[src/design/eps_pkg.sv]
`timescale 1ns / 1ps
// ----------------------------------------------------------------------------
// eps_pkg
// Shared types and constants of the procedural eye pixel shader: register
// map, mood codes, colors and the fixed eye geometry.
// ----------------------------------------------------------------------------
package eps_pkg;

    // Configuration port
    localparam int ADDR_W = 5;

    localparam logic [2:0] REG_LEFT_GAZE_DX   = 3'd0;
    localparam logic [2:0] REG_LEFT_GAZE_DY   = 3'd1;
    localparam logic [2:0] REG_RIGHT_GAZE_DX  = 3'd2;
    localparam logic [2:0] REG_RIGHT_GAZE_DY  = 3'd3;
    localparam logic [2:0] REG_MOOD_MODE      = 3'd4;
    localparam logic [2:0] REG_LEFT_BLINK     = 3'd5;
    localparam logic [2:0] REG_RIGHT_BLINK    = 3'd6;
    localparam logic [2:0] REG_IRIS_RGB       = 3'd7;

    // Mood codes
    localparam logic [2:0] MOOD_NORMAL = 3'd0;
    localparam logic [2:0] MOOD_ANGRY  = 3'd1;
    localparam logic [2:0] MOOD_HAPPY  = 3'd2;
    localparam logic [2:0] MOOD_SLEEPY = 3'd3;
    localparam logic [2:0] MOOD_CLOSED = 3'd4;

    // Colors, RGB565
    localparam logic [15:0] COL_BACK   = 16'hFFFF;
    localparam logic [15:0] COL_SCLERA = 16'hF79E;
    localparam logic [15:0] COL_BLACK  = 16'h0000;
    localparam logic [15:0] IRIS_RESET = 16'h001F;

    // Geometry
    localparam int CENTER        = 80;
    localparam int R_SCLERA      = 70;
    localparam int R_IRIS        = 35;
    localparam int R_PUPIL       = 15;
    localparam int LID_ANGRY     = 30;
    localparam int LID_HAPPY     = 40;
    localparam int LID_SLEEPY_UP = 50;
    localparam int LID_SLEEPY_LO = 20;
    localparam int SLOPE_GAIN    = 20;
    localparam int BROW_GAIN     = 25;
    localparam int BROW_TOP      = 10;
    localparam int BROW_DEPTH    = 7;

    // Disk arithmetic on 8-bit coordinates
    localparam int DIFF_W = 10;
    localparam int SQ_W   = 16;

    typedef struct packed {
        logic signed [5:0] left_dx;
        logic signed [5:0] left_dy;
        logic signed [5:0] right_dx;
        logic signed [5:0] right_dy;
        logic [2:0]        mood;
        logic [6:0]        left_blink;
        logic [6:0]        right_blink;
        logic [15:0]       iris_rgb;
    } eps_cfg_t;

endpackage

[src/design/eps_cfg_regs.sv]
`timescale 1ns / 1ps
// ----------------------------------------------------------------------------
// eps_cfg_regs
// APB-style register file: gaze offsets, mood, blink rows and iris color.
// ----------------------------------------------------------------------------
module eps_cfg_regs (
    input  logic                      aclk,
    input  logic                      aresetn,
    input  logic                      psel,
    input  logic                      penable,
    input  logic                      pwrite,
    input  logic [eps_pkg::ADDR_W-1:0] paddr,
    input  logic [31:0]               pwdata,
    output logic [31:0]               prdata,
    output logic                      pready,
    output eps_pkg::eps_cfg_t         cfg
);
    import eps_pkg::*;

    eps_cfg_t   cfg_reg;
    eps_cfg_t   cfg_next;
    logic [2:0] reg_idx;

    assign reg_idx = paddr[ADDR_W-1:2];
    assign pready  = 1'b1;
    assign cfg     = cfg_reg;

    always_comb begin
        cfg_next = cfg_reg;
        if (psel && penable && pwrite) begin
            case (reg_idx)
                REG_LEFT_GAZE_DX:  cfg_next.left_dx     = pwdata[5:0];
                REG_LEFT_GAZE_DY:  cfg_next.left_dy     = pwdata[5:0];
                REG_RIGHT_GAZE_DX: cfg_next.right_dx    = pwdata[5:0];
                REG_RIGHT_GAZE_DY: cfg_next.right_dy    = pwdata[5:0];
                REG_MOOD_MODE:     cfg_next.mood        = pwdata[2:0];
                REG_LEFT_BLINK:    cfg_next.left_blink  = pwdata[6:0];
                REG_RIGHT_BLINK:   cfg_next.right_blink = pwdata[6:0];
                REG_IRIS_RGB:      cfg_next.iris_rgb    = pwdata[15:0];
                default: ;
            endcase
        end
    end

    always_ff @(posedge aclk) begin
        if (!aresetn) begin
            cfg_reg <= '{left_dx: '0, left_dy: '0, right_dx: '0, right_dy: '0,
                         mood: MOOD_NORMAL, left_blink: '0, right_blink: '0,
                         iris_rgb: IRIS_RESET};
        end else begin
            cfg_reg <= cfg_next;
        end
    end

    always_comb begin
        case (reg_idx)
            REG_LEFT_GAZE_DX:  prdata = {26'd0, cfg_reg.left_dx};
            REG_LEFT_GAZE_DY:  prdata = {26'd0, cfg_reg.left_dy};
            REG_RIGHT_GAZE_DX: prdata = {26'd0, cfg_reg.right_dx};
            REG_RIGHT_GAZE_DY: prdata = {26'd0, cfg_reg.right_dy};
            REG_MOOD_MODE:     prdata = {29'd0, cfg_reg.mood};
            REG_LEFT_BLINK:    prdata = {25'd0, cfg_reg.left_blink};
            REG_RIGHT_BLINK:   prdata = {25'd0, cfg_reg.right_blink};
            REG_IRIS_RGB:      prdata = {16'd0, cfg_reg.iris_rgb};
            default:           prdata = 32'd0;
        endcase
    end

endmodule

[src/design/eps_const_div.sv]
`timescale 1ns / 1ps
// ----------------------------------------------------------------------------
// eps_const_div
// Two-stage truncating divide by a constant: reciprocal multiply, then one
// remainder check that adds the missing unit.
// ----------------------------------------------------------------------------
module eps_const_div #(
    parameter int DIVISOR = 160,
    parameter int N_W     = 14,
    parameter int Q_W     = 5
) (
    input  logic           aclk,
    input  logic           en,
    input  logic [N_W-1:0] numer,
    output logic [Q_W-1:0] quot
);
    // numer < 2**SHIFT keeps the estimate within one of the true quotient
    localparam int SHIFT = N_W;
    localparam int M_W   = SHIFT + 1;
    localparam int P_W   = N_W + M_W;
    localparam int B_W   = N_W + Q_W;
    localparam logic [M_W-1:0] RECIP = M_W'((1 << SHIFT) / DIVISOR);

    logic [P_W-1:0] prod;
    logic [Q_W-1:0] est_reg;
    logic [Q_W-1:0] est_next;
    logic [N_W-1:0] numer_reg;
    logic [B_W-1:0] back;
    logic [N_W-1:0] rem;
    logic [Q_W-1:0] quot_reg;
    logic [Q_W-1:0] quot_next;

    assign prod     = {{M_W{1'b0}}, numer} * {{N_W{1'b0}}, RECIP};
    assign est_next = prod[SHIFT +: Q_W];

    assign back      = {{N_W{1'b0}}, est_reg} * B_W'(DIVISOR);
    assign rem       = numer_reg - back[N_W-1:0];
    assign quot_next = est_reg + {{(Q_W-1){1'b0}}, (int'(rem) >= DIVISOR)};

    always_ff @(posedge aclk) begin
        if (en) begin
            est_reg   <= est_next;
            numer_reg <= numer;
            quot_reg  <= quot_next;
        end
    end

    assign quot = quot_reg;

endmodule

[src/design/procedural_eye_pixel_shader.sv]
`timescale 1ns / 1ps
// ----------------------------------------------------------------------------
// procedural_eye_pixel_shader
// Per-pixel color of one eye display: sclera, iris, pupil, mood lids, blink
// lids and angry eyebrow, as an RGB565 value.
// ----------------------------------------------------------------------------
// Usage:
//   Input channel s_*: one item per pixel (column, row, eye side), valid and
//   ready. Result channel m_*: one RGB565 color per item, in input order.
//   Registers are set through the APB-style port while no item is in flight.
//   Pipeline of six register stages: input, coordinate differences, squares
//   and numerators, disk tests with reciprocal multiply, quotient fix-up,
//   color compose. An accepted item shows on m_valid once it has reached
//   the color compose register, when the receiver does not stall.
//   Throughput is one item per cycle while the receiver does not stall;
//   s_ready stays high while the output register is empty or being drained.
//   When the receiver holds m_ready low with a result waiting, the whole
//   pipeline freezes in place and s_ready drops; nothing is lost or repeated.
//   Reset clears all valid bits and sets the registers to their defaults
//   (iris color pure blue, everything else zero). Pixels outside the display
//   come back as the white background.
// ----------------------------------------------------------------------------
module procedural_eye_pixel_shader #(
    parameter int DISP_WIDTH  = 160,
    parameter int DISP_HEIGHT = 160
) (
    input  logic                       aclk,
    input  logic                       aresetn,
    input  logic                       psel,
    input  logic                       penable,
    input  logic                       pwrite,
    input  logic [eps_pkg::ADDR_W-1:0] paddr,
    input  logic [31:0]                pwdata,
    output logic [31:0]                prdata,
    output logic                       pready,
    input  logic                       s_valid,
    output logic                       s_ready,
    input  logic [7:0]                 s_pixel_col,
    input  logic [7:0]                 s_pixel_row,
    input  logic                       s_eye_side,
    output logic                       m_valid,
    input  logic                       m_ready,
    output logic [15:0]                m_pixel_color
);
    import eps_pkg::*;

    localparam int XW_RAW = $clog2(DISP_WIDTH + 1);
    localparam int XW     = (XW_RAW > 8) ? XW_RAW : 8;
    localparam int N20_W  = $clog2(SLOPE_GAIN * DISP_WIDTH + 1);
    localparam int N25_W  = $clog2(BROW_GAIN * DISP_WIDTH + 1);
    localparam int NP_W   = 2 * XW;
    localparam int SQ_Q_W = $clog2(SLOPE_GAIN + 1);
    localparam int BR_Q_W = $clog2(BROW_GAIN + 1);
    localparam int SM_Q_W = $clog2(DISP_WIDTH / 8 + 1);
    localparam int SW     = $clog2(DISP_HEIGHT + DISP_WIDTH + 256) + 2;

    typedef struct packed {
        logic          oor;
        logic [7:0]    y;
        logic          angry;
        logic          happy;
        logic [SW-1:0] upper;
        logic [SW-1:0] lower;
    } eps_lid_t;

    eps_cfg_t cfg;

    eps_cfg_regs u_cfg (
        .aclk    (aclk),
        .aresetn (aresetn),
        .psel    (psel),
        .penable (penable),
        .pwrite  (pwrite),
        .paddr   (paddr),
        .pwdata  (pwdata),
        .prdata  (prdata),
        .pready  (pready),
        .cfg     (cfg)
    );

    // Valid bits, one per stage
    logic [5:0] vld_reg;
    logic [5:0] vld_next;
    logic       en;

    assign en       = !vld_reg[5] || m_ready;
    assign s_ready  = en;
    assign m_valid  = vld_reg[5];
    assign vld_next = {vld_reg[4:0], s_valid};

    always_ff @(posedge aclk) begin
        if (!aresetn) begin
            vld_reg <= '0;
        end else if (en) begin
            vld_reg <= vld_next;
        end
    end

    // Stage 1: input register
    logic [7:0] x1_reg, y1_reg;
    logic       side1_reg, oor1_reg;

    always_ff @(posedge aclk) begin
        if (en) begin
            x1_reg    <= s_pixel_col;
            y1_reg    <= s_pixel_row;
            side1_reg <= s_eye_side;
            oor1_reg  <= (s_pixel_col >= DISP_WIDTH) || (s_pixel_row >= DISP_HEIGHT);
        end
    end

    // Stage 2: differences, lid numerators, lid heights
    logic signed [DIFF_W-1:0] sdx2_reg, sdy2_reg, idx2_reg, idy2_reg;
    logic signed [DIFF_W-1:0] sdx2_next, sdy2_next, idx2_next, idy2_next;
    logic [XW-1:0]            nu2_reg, nu2_next, ad2_reg, ad2_next;
    eps_lid_t                 ctl2_reg, ctl2_next;

    logic signed [5:0]        gdx, gdy;
    logic signed [DIFF_W-1:0] xs, ys, icx, icy;
    logic signed [XW+1:0]     dsm;
    logic [6:0]               blink_sel;
    logic [SW-1:0]            blink_h, mood_up, mood_lo;

    always_comb begin
        gdx = side1_reg ? cfg.right_dx : cfg.left_dx;
        gdy = side1_reg ? cfg.right_dy : cfg.left_dy;
        xs  = $signed({2'b00, x1_reg});
        ys  = $signed({2'b00, y1_reg});
        icx = DIFF_W'(CENTER) + DIFF_W'($signed(gdx));
        icy = DIFF_W'(CENTER) + DIFF_W'($signed(gdy));
        sdx2_next = xs - DIFF_W'(CENTER);
        sdy2_next = ys - DIFF_W'(CENTER);
        idx2_next = xs - icx;
        idy2_next = ys - icy;

        nu2_next = side1_reg ? (XW'(DISP_WIDTH) - XW'(x1_reg)) : XW'(x1_reg);
        dsm      = $signed((XW + 2)'(x1_reg) << 1) - $signed((XW + 2)'(DISP_WIDTH));
        ad2_next = dsm[XW+1] ? XW'(-dsm) : XW'(dsm);

        blink_sel = side1_reg ? cfg.right_blink : cfg.left_blink;
        mood_up   = '0;
        mood_lo   = '0;
        blink_h   = SW'(blink_sel);
        ctl2_next.angry = 1'b0;
        ctl2_next.happy = 1'b0;
        case (cfg.mood)
            MOOD_ANGRY: begin
                mood_up = SW'(LID_ANGRY);
                ctl2_next.angry = 1'b1;
            end
            MOOD_HAPPY: begin
                mood_lo = SW'(LID_HAPPY);
                ctl2_next.happy = 1'b1;
            end
            MOOD_SLEEPY: begin
                mood_up = SW'(LID_SLEEPY_UP);
                mood_lo = SW'(LID_SLEEPY_LO);
            end
            MOOD_CLOSED: blink_h = SW'(DISP_HEIGHT / 2);
            default: ;
        endcase
        ctl2_next.upper = (blink_h > mood_up) ? blink_h : mood_up;
        ctl2_next.lower = (blink_h > mood_lo) ? blink_h : mood_lo;
        ctl2_next.oor   = oor1_reg;
        ctl2_next.y     = y1_reg;
    end

    always_ff @(posedge aclk) begin
        if (en) begin
            sdx2_reg <= sdx2_next;
            sdy2_reg <= sdy2_next;
            idx2_reg <= idx2_next;
            idy2_reg <= idy2_next;
            nu2_reg  <= nu2_next;
            ad2_reg  <= ad2_next;
            ctl2_reg <= ctl2_next;
        end
    end

    // Stage 3: squares and divider numerators
    logic signed [2*DIFF_W-1:0] psx, psy, pix, piy;
    logic [SQ_W-1:0]            ssx3_reg, ssy3_reg, isx3_reg, isy3_reg;
    logic [N20_W-1:0]           n20_3_reg;
    logic [N25_W-1:0]           n25_3_reg;
    logic [NP_W-1:0]            dsq3_reg, dsq3_next;
    eps_lid_t                   ctl3_reg;

    assign psx       = sdx2_reg * sdx2_reg;
    assign psy       = sdy2_reg * sdy2_reg;
    assign pix       = idx2_reg * idx2_reg;
    assign piy       = idy2_reg * idy2_reg;
    assign dsq3_next = {{XW{1'b0}}, ad2_reg} * {{XW{1'b0}}, ad2_reg};

    always_ff @(posedge aclk) begin
        if (en) begin
            ssx3_reg  <= psx[SQ_W-1:0];
            ssy3_reg  <= psy[SQ_W-1:0];
            isx3_reg  <= pix[SQ_W-1:0];
            isy3_reg  <= piy[SQ_W-1:0];
            n20_3_reg <= N20_W'(nu2_reg * SLOPE_GAIN);
            n25_3_reg <= N25_W'(nu2_reg * BROW_GAIN);
            dsq3_reg  <= dsq3_next;
            ctl3_reg  <= ctl2_reg;
        end
    end

    // Stages 4 and 5: lid offsets through the constant dividers
    logic [SQ_Q_W-1:0] slope_q;
    logic [BR_Q_W-1:0] brow_q;
    logic [SM_Q_W-1:0] smile_q;

    eps_const_div #(.DIVISOR(DISP_WIDTH), .N_W(N20_W), .Q_W(SQ_Q_W)) u_div_slope (
        .aclk (aclk), .en (en), .numer (n20_3_reg), .quot (slope_q)
    );

    eps_const_div #(.DIVISOR(DISP_WIDTH), .N_W(N25_W), .Q_W(BR_Q_W)) u_div_brow (
        .aclk (aclk), .en (en), .numer (n25_3_reg), .quot (brow_q)
    );

    eps_const_div #(.DIVISOR(8 * DISP_WIDTH), .N_W(NP_W), .Q_W(SM_Q_W)) u_div_smile (
        .aclk (aclk), .en (en), .numer (dsq3_reg), .quot (smile_q)
    );

    // Stage 4: disk tests; stage 5: hold them next to the quotients
    logic [SQ_W:0] sclera_sum, iris_sum;
    logic [2:0]    disk4_reg, disk4_next, disk5_reg;
    eps_lid_t      ctl4_reg, ctl5_reg;

    assign sclera_sum = {1'b0, ssx3_reg} + {1'b0, ssy3_reg};
    assign iris_sum   = {1'b0, isx3_reg} + {1'b0, isy3_reg};
    assign disk4_next = {int'(iris_sum) <= R_PUPIL * R_PUPIL,
                         int'(iris_sum) <= R_IRIS * R_IRIS,
                         int'(sclera_sum) <= R_SCLERA * R_SCLERA};

    always_ff @(posedge aclk) begin
        if (en) begin
            disk4_reg <= disk4_next;
            ctl4_reg  <= ctl3_reg;
            disk5_reg <= disk4_reg;
            ctl5_reg  <= ctl4_reg;
        end
    end

    // Stage 6: paint layers in order
    logic signed [SW-1:0] yy, up_lim, lo_lim, brow_lo, brow_hi;
    logic [15:0]          color_reg, color_next;

    always_comb begin
        yy      = $signed(SW'(ctl5_reg.y));
        up_lim  = $signed(ctl5_reg.upper);
        if (ctl5_reg.angry) begin
            up_lim = up_lim - $signed(SW'(slope_q));
        end
        lo_lim  = $signed(SW'(DISP_HEIGHT)) - $signed(ctl5_reg.lower);
        if (ctl5_reg.happy) begin
            lo_lim = lo_lim + $signed(SW'(smile_q));
        end
        brow_lo = $signed(SW'(BROW_TOP)) + $signed(SW'(brow_q));
        brow_hi = brow_lo + $signed(SW'(BROW_DEPTH));

        color_next = disk5_reg[0] ? COL_SCLERA : COL_BACK;
        if (disk5_reg[1]) begin
            color_next = cfg.iris_rgb;
        end
        if (disk5_reg[2]) begin
            color_next = COL_BLACK;
        end
        if (yy < up_lim) begin
            color_next = COL_BLACK;
        end
        if (yy >= lo_lim) begin
            color_next = COL_BLACK;
        end
        if (ctl5_reg.angry && yy >= brow_lo && yy <= brow_hi) begin
            color_next = COL_BLACK;
        end
        if (ctl5_reg.oor) begin
            color_next = COL_BACK;
        end
    end

    always_ff @(posedge aclk) begin
        if (en) begin
            color_reg <= color_next;
        end
    end

    assign m_pixel_color = color_reg;

endmodule

[config.mk]
export PLATFORM = sky130hd
export DESIGN_NAME = procedural_eye_pixel_shader
export DESIGN_NICKNAME = d
export VERILOG_FILES = /design/src/design/eps_pkg.sv /design/src/design/eps_cfg_regs.sv /design/src/design/eps_const_div.sv /design/src/design/procedural_eye_pixel_shader.sv
export SDC_FILE = /design/constraint.sdc
export NUM_CORES = 2
export LEC_CHECK = 0
export BUFFER_PORTS_ARGS = -buffer_cell sky130_fd_sc_hd__buf_2
export CAP_MARGIN = 10
export CORE_MARGIN = 2
export CORE_UTILIZATION = 45
export CTS_CLUSTER_SIZE = 30
export DETAILED_ROUTE_END_ITERATION = 16
export SYNTH_ARGS = -nofsm -noshare
export SYNTH_HDL_FRONTEND = slang
export SYNTH_HIERARCHICAL = 1
export SYNTH_SLANG_ARGS = --single-unit
[constraint.sdc]
create_clock -name aclk -period 10.1 [get_ports aclk]
set_input_delay 1.515 -clock aclk [delete_from_list [all_inputs] [get_ports aclk]]
set_output_delay 1.515 -clock aclk [all_outputs]
set_load 0.05 [all_outputs]
* After elaboration in Yosys (flattened, before gate mapping) *
Cells that the tools add are included.
Widths: inputs -> output; s select.

word-level totals
  latch bits = 0
  bits of input ports = 61
  output and inout port bits = 51
  bits in registers = 467
  word-level logic and storage cells = 159
  RAM bits = 0
  memories = 0
  memory bits (read-only) = 0

cells by class
  add/subtract/negate cells = 22
  order comparisons = 14
  muxes and demuxes = 21
  shifts and indexed selects = 0
  reductions and logical operators = 16
  equal/unequal tests = 11
  $mul = 13
  div/mod/pow operators = 0
  bitwise operators = 0

operator list
  operator               count
  $pmux 32 s8            1
  $mux 16                5
  $mux 12                5
  $add 16x16->17         2
  $mul 10x10->16         2
  $mul 9x9->16           2
  $ge 12x8->1 const B    2
  $gt 12x12->1           2
  $pmux 6 s2             2
  $sub 12x12->12         2
  $mul 16x6->21 const B  1
  $sub 9x9->10           2
  $add 8x6->9 const A    2
  $sub 8x7->9 const B    2
  $le 17x11->1 const B   1
  $le 17x13->1 const B   1
  $le 17x8->1 const B    1
  $mul 12x5->17 const B  1
  $ge 16x11->1 const B   1
  $ge 8x8->1 const B     2
  $mul 8x8->16           1
  $mux 8                 2
  $reduce_and 2->1       8
  $sub 16x16->16         1
  28 further kinds       46

* Depth between registers and ports, before layout *
  depth in word-level cells = 6
  gate-level depth with buffers = 19
  mapped depth without buffers = 18

* Modules after synthesis *
Netlist, hierarchy kept.

by module, submodules not included
  module                           cells each  area an instance (µm²)  times used  sequential area each (µm²)
  procedural_eye_pixel_shader      2315        25542.0                 1           8438.1
  eps_const_div at u_div_brow ...  184         1923.1                  2           510.5
  eps_cfg_regs                     344         2856.5                  1           1141.1
  eps_const_div at u_div_smile     239         2527.4                  1           540.5

* Least setup slack after synthesis *
Ideal clock, no wire load.

  path type = input to output
  start point = input port m_ready
  end point = output port s_ready
  path buffers = 1
  stages on the path = 3
  data arrival time = 8.391 ns
  required time = 8.585 ns
  path slack = 0.194 ns
  cells stage by stage = nor2b_1 clkbuf_1 inv_1

on the way
  word-level cells in the longest chain between the ends = 1

ends and longest elaborated chain
  what              line                               source
  from (decl)       procedural_eye_pixel_shader.sv:42  input logic m_ready,
  $logic_or 1x1->1  procedural_eye_pixel_shader.sv:86  assign en = !vld_reg[5] || m_ready;
  to (decl)         procedural_eye_pixel_shader.sv:37  output logic s_ready,

Every way passes these cells.

* Worst setup path in the final report *
  start point = register sdx2_reg[0]
  end point = register ssx3_reg[15], data pin

on the way
  word-level cells in the longest chain between the ends = 1

ends and longest elaborated chain
  what                    line                                source
  from (decl)             procedural_eye_pixel_shader.sv:113  logic signed [DIFF_W-1:0] sdx2_reg, sdy2_reg, idx2_reg, idy2_reg;
  from (signal assigned)  procedural_eye_pixel_shader.sv:170  sdx2_reg <= sdx2_next;
  $mul 9x9->16            procedural_eye_pixel_shader.sv:188  assign psx = sdx2_reg * sdx2_reg;
  named net psx[15]       procedural_eye_pixel_shader.sv:181  logic signed [2*DIFF_W-1:0] psx, psy, pix, piy;
  to (signal assigned)    procedural_eye_pixel_shader.sv:196  ssx3_reg <= psx[SQ_W-1:0];
  to (decl)               procedural_eye_pixel_shader.sv:182  logic [SQ_W-1:0] ssx3_reg, ssy3_reg, isx3_reg, isy3_reg;

The timed path passes the listed nets, and every way through them passes these cells.
A chain may end at the register's enable or synchronous reset.

==> summary.md <==
| Metric | Value |
|---|---|
| Worst setup skew after layout | `0.0172 ns` |
| Final count of pins violating max slew | `0` |
| Half-perimeter wire length after detailed placement | `51500 um` |
| Required arrival time at the worst endpoint | `10.43 ns` |
| Leading cell type by number of instances after synthesis | `inv_1` |
| Area overhead of the layout relative to synthesis | `8.56%` |
| Worst EP arrival | `6.05 ns` |
| Post-Synthesis Cell Area | `34800 sq um` |
| Fmax | `0.175 GHz` |
| Hold bufs inserted after CTS | `0` |
| Vias in the first global route | `22477` |
| IO Pins | `112` |
| Number of design rule violations left after detail routing | `0` |
| Detailed Routing Iterations Pass 1 | `5` |
| Yosys warning count | `6` |
| Via count | `21745` |
| Syn Area/Cell | `10.6 sq um` |
| R2R cell count | `15` |
| CTS buffer count | `46` |
| Most instantiated cells after synthesis | `611 x inv_1, 491 x ha_1, 329 x edfxtp_1, 298 x fa_1, 231 x nand2_1` |
| Die Y | `282 um` |
| Number of nets with antenna violations after routing | `0` |
| Crit-path max cell delay | `0.88 ns` |
| Total grt overflow | `0` |
| Sum of buffers and inverters on the critical path | `2` |
| H-tree depth | `2` |
| Max transition margin | `30.7%` |
| Final-stage net count | `4191` |
| Top cell type by total area after synthesis | `edfxtp_1` |
| Count of instances resized after the clock tree is built | `0` |
| Post-route cell area | `37700 sq um` |
| Synth area leaders | `edfxtp_1 28%, ha_1 18%, fa_1 17%` |
| Clock root buffer | `clkbuf_16` |
| Most frequent CP cell | `fa_1` |
| Max cap viols | `0` |
| Synth top area share | `28.4%` |
| Worst r2r dst | `ssx3_reg[15]$_DFFE_PP_` |
| Number of enable flip-flop cells after synthesis | `329` |
| Clk_lat worst skew | `0.59 ns` |
| Final period demand of the worst path | `5.72 ns` |
| Final wirelength | `66200 um` |
| Final cycle utilization of the critical path | `56.6%` |
| Starting DRT DRC Count | `955` |
| Class of the most critical setup path | `reg -> reg` |
| Layout Cells excl Fill | `4411` |
| Critical-path cell list | `nor2b_1 -> fa_1 -> inv_1 -> fa_1 -> inv_1 -> fa_1 -> fa_1 -> fa_1 -> ha_1 -> a21oi_1 -> nor2b_1 -> o21a_1 -> o41ai_1 -> o21ai_0 -> xnor2_1` |
| RSZ-0062 raised after global routing | `no` |
| GP Congestion | `0.826` |
| Number of input and output port buffers inserted | `76` |
| Die Area | `79500 sq um` |
| WHS | `0.404 ns` |
| Share of flip-flops with an asynchronous set or reset | `0%` |
| Cells after Synth | `3266` |
| Number of sinks on the clock net | `392` |
| Cell family with the largest share of critical-path delay | `adder cells` |
| Post-CTS repair timing setup buffer count | `0` |
| Fraction of final layout cells with drive strength greater than 1 | `6.10%` |
| Pin count of the biggest net entering global routing | `114` |
| Worst hold path endpoint | `ctl5_reg[30]$_DFFE_PP_` |
| Floorplan Core Area | `76200 sq um` |
| TritonCTS clock tree | `yes` |
| Startpoint of the tightest hold check path | `ctl4_reg[30]$_DFFE_PP_` |
| Via-per-instance ratio | `4.93` |
| Largest register FFs | `57` |
| Max Fanout on Critical Path | `24` |
| Cell with the biggest individual delay on the critical path | `edfxtp_1` |
| Worst Hold Class | `reg -> reg` |
| Most frequently used flop master after synthesis | `edfxtp_1` |
| Placed cell count | `4323` |
| Category of the worst setup path launch point | `flip-flop` |
| Seq/Total Area, Yosys | `32.0%` |
| Initial antenna violation count | `11` |
| Initial cell density of the core | `45.6%` |
| Final hold violation count | `0` |
| CTS Buffer Depth | `3` |
| Final setup violating endpoints | `0` |
| Distinct cells, synth | `91` |
| Flop2flop setup slack | `4.38 ns` |
| Total Routing Usage GR | `17.6%` |
| Start of the worst register-to-register path | `sdx2_reg[0]$_DFFE_PP_` |
| Crit path from | `sdx2_reg[0]$_DFFE_PP_` |
| Critical path endpoint category | `flip-flop` |
| Placement Cell Area | `36200 sq um` |
| Reg clk slew, reported paths | `0.07 ns` |
| Worst slew pin tran | `1.04 ns` |
| Row count | `101` |
| Result of the run | `complete, no violations` |
| Chip Width | `282 um` |
| Setup TNS | `0 ns` |
| Post-synthesis register bit count | `392` |
| WL per Instance | `15.0 um` |
| Wire length of the first global-routing pass | `113000 um` |
| Depth of the worst hold-timing path | `0` |
-- cells in the final DEF (no fill, tap or decap), types with 46 or more instances in the layout --
cell       synthesis  layout
ha_1             491     491
dfxtp_1           63      63
o21ai_0           91      91
buf_2             10      76
a21o_1            50      50
xor2_1            64      64
inv_1            611     610
xnor2_1          141     141
clkbuf_16          0      46
fa_1             298     298
nor2_1           114     114
nand2_1          231     231
and2_1            96      96
edfxtp_1         329     329
a21oi_1           98      98
nor2b_1           69      69
-- worst reg2reg max path, delay by kind of cell, from the launching register on --
family,cells,cell delay (ns)
adders and majority gates,6,2.96
AOI/OAI and AO/OA,4,1.10
DFF,1,0.88
and+or+nand+nor,2,0.24
xor gates and xnor gates,1,0.17
buffers and inverters,2,0.12
-- how the worst max path moves through the flow --
stage / to / slack (ns) / depth (start not counted)
after floorplan: s_ready / 0.19 / 3
after global placement: ssx3_reg[15]$_DFFE_PP_ / 4.34 / 14
after detailed placement: ssx3_reg[15]$_DFFE_PP_ / 4.34 / 14
after CTS: ssx3_reg[15]$_DFFE_PP_ / 4.30 / 14
after global routing: ssx3_reg[15]$_DFFE_PP_ / 3.91 / 14
final: ssx3_reg[15]$_DFFE_PP_ / 4.38 / 15
-- stage by stage --
stage	worst slack, ns	util, %
after floorplan	0.194	-
after global placement	4.34	47.5
after detailed placement	4.34	47.5
after CTS	4.30	49.5
after global routing	3.91	49.5
final	4.38	49.5
-- kinds of logic (layout without fill, tap and decap cells) --
| kind of cell | count (synthesis) | in the layout | synth area share [%] |
|---|---|---|---|
| compound gates | 446 | 446 | 8.63 |
| fa+ha+maj | 789 | 789 | 34.8 |
| simple gates | 678 | 678 | 9.72 |
| mux | 60 | 60 | 1.78 |
| xor+xnor | 206 | 206 | 5.21 |
| other cells | 4 | 31 | 0.0432 |
| flops | 392 | 392 | 32.0 |
| buf+inv | 691 | 779 | 7.75 |
-- cell type report --
type / count / area, sq um
repair buffers: 82 / 425
fillers: 6929 / 38500
flip-flops and latches: 392 / 11100
clock inverters: 32 / 373
well taps: 1030 / 1290
inverters: 612 / 2300
multi-input cells: 2207 / 21000
clock buffers: 53 / 1180
diodes: 3 / 7.51
-- per-layer routing --
layer | vias up | routed length, um | track usage [%]
met2 | 252 | 31200 | 29.4
li1 | 10970 | - | -
met4 | 4 | 1440 | 4.27
met3 | 80 | 2370 | 2.18
met1 | 10439 | 31100 | 24.4
met5 | - | 19 | 0
Power is not shown: default switching activity piles up to over one toggle a cycle in this logic, so the estimate is an artifact.
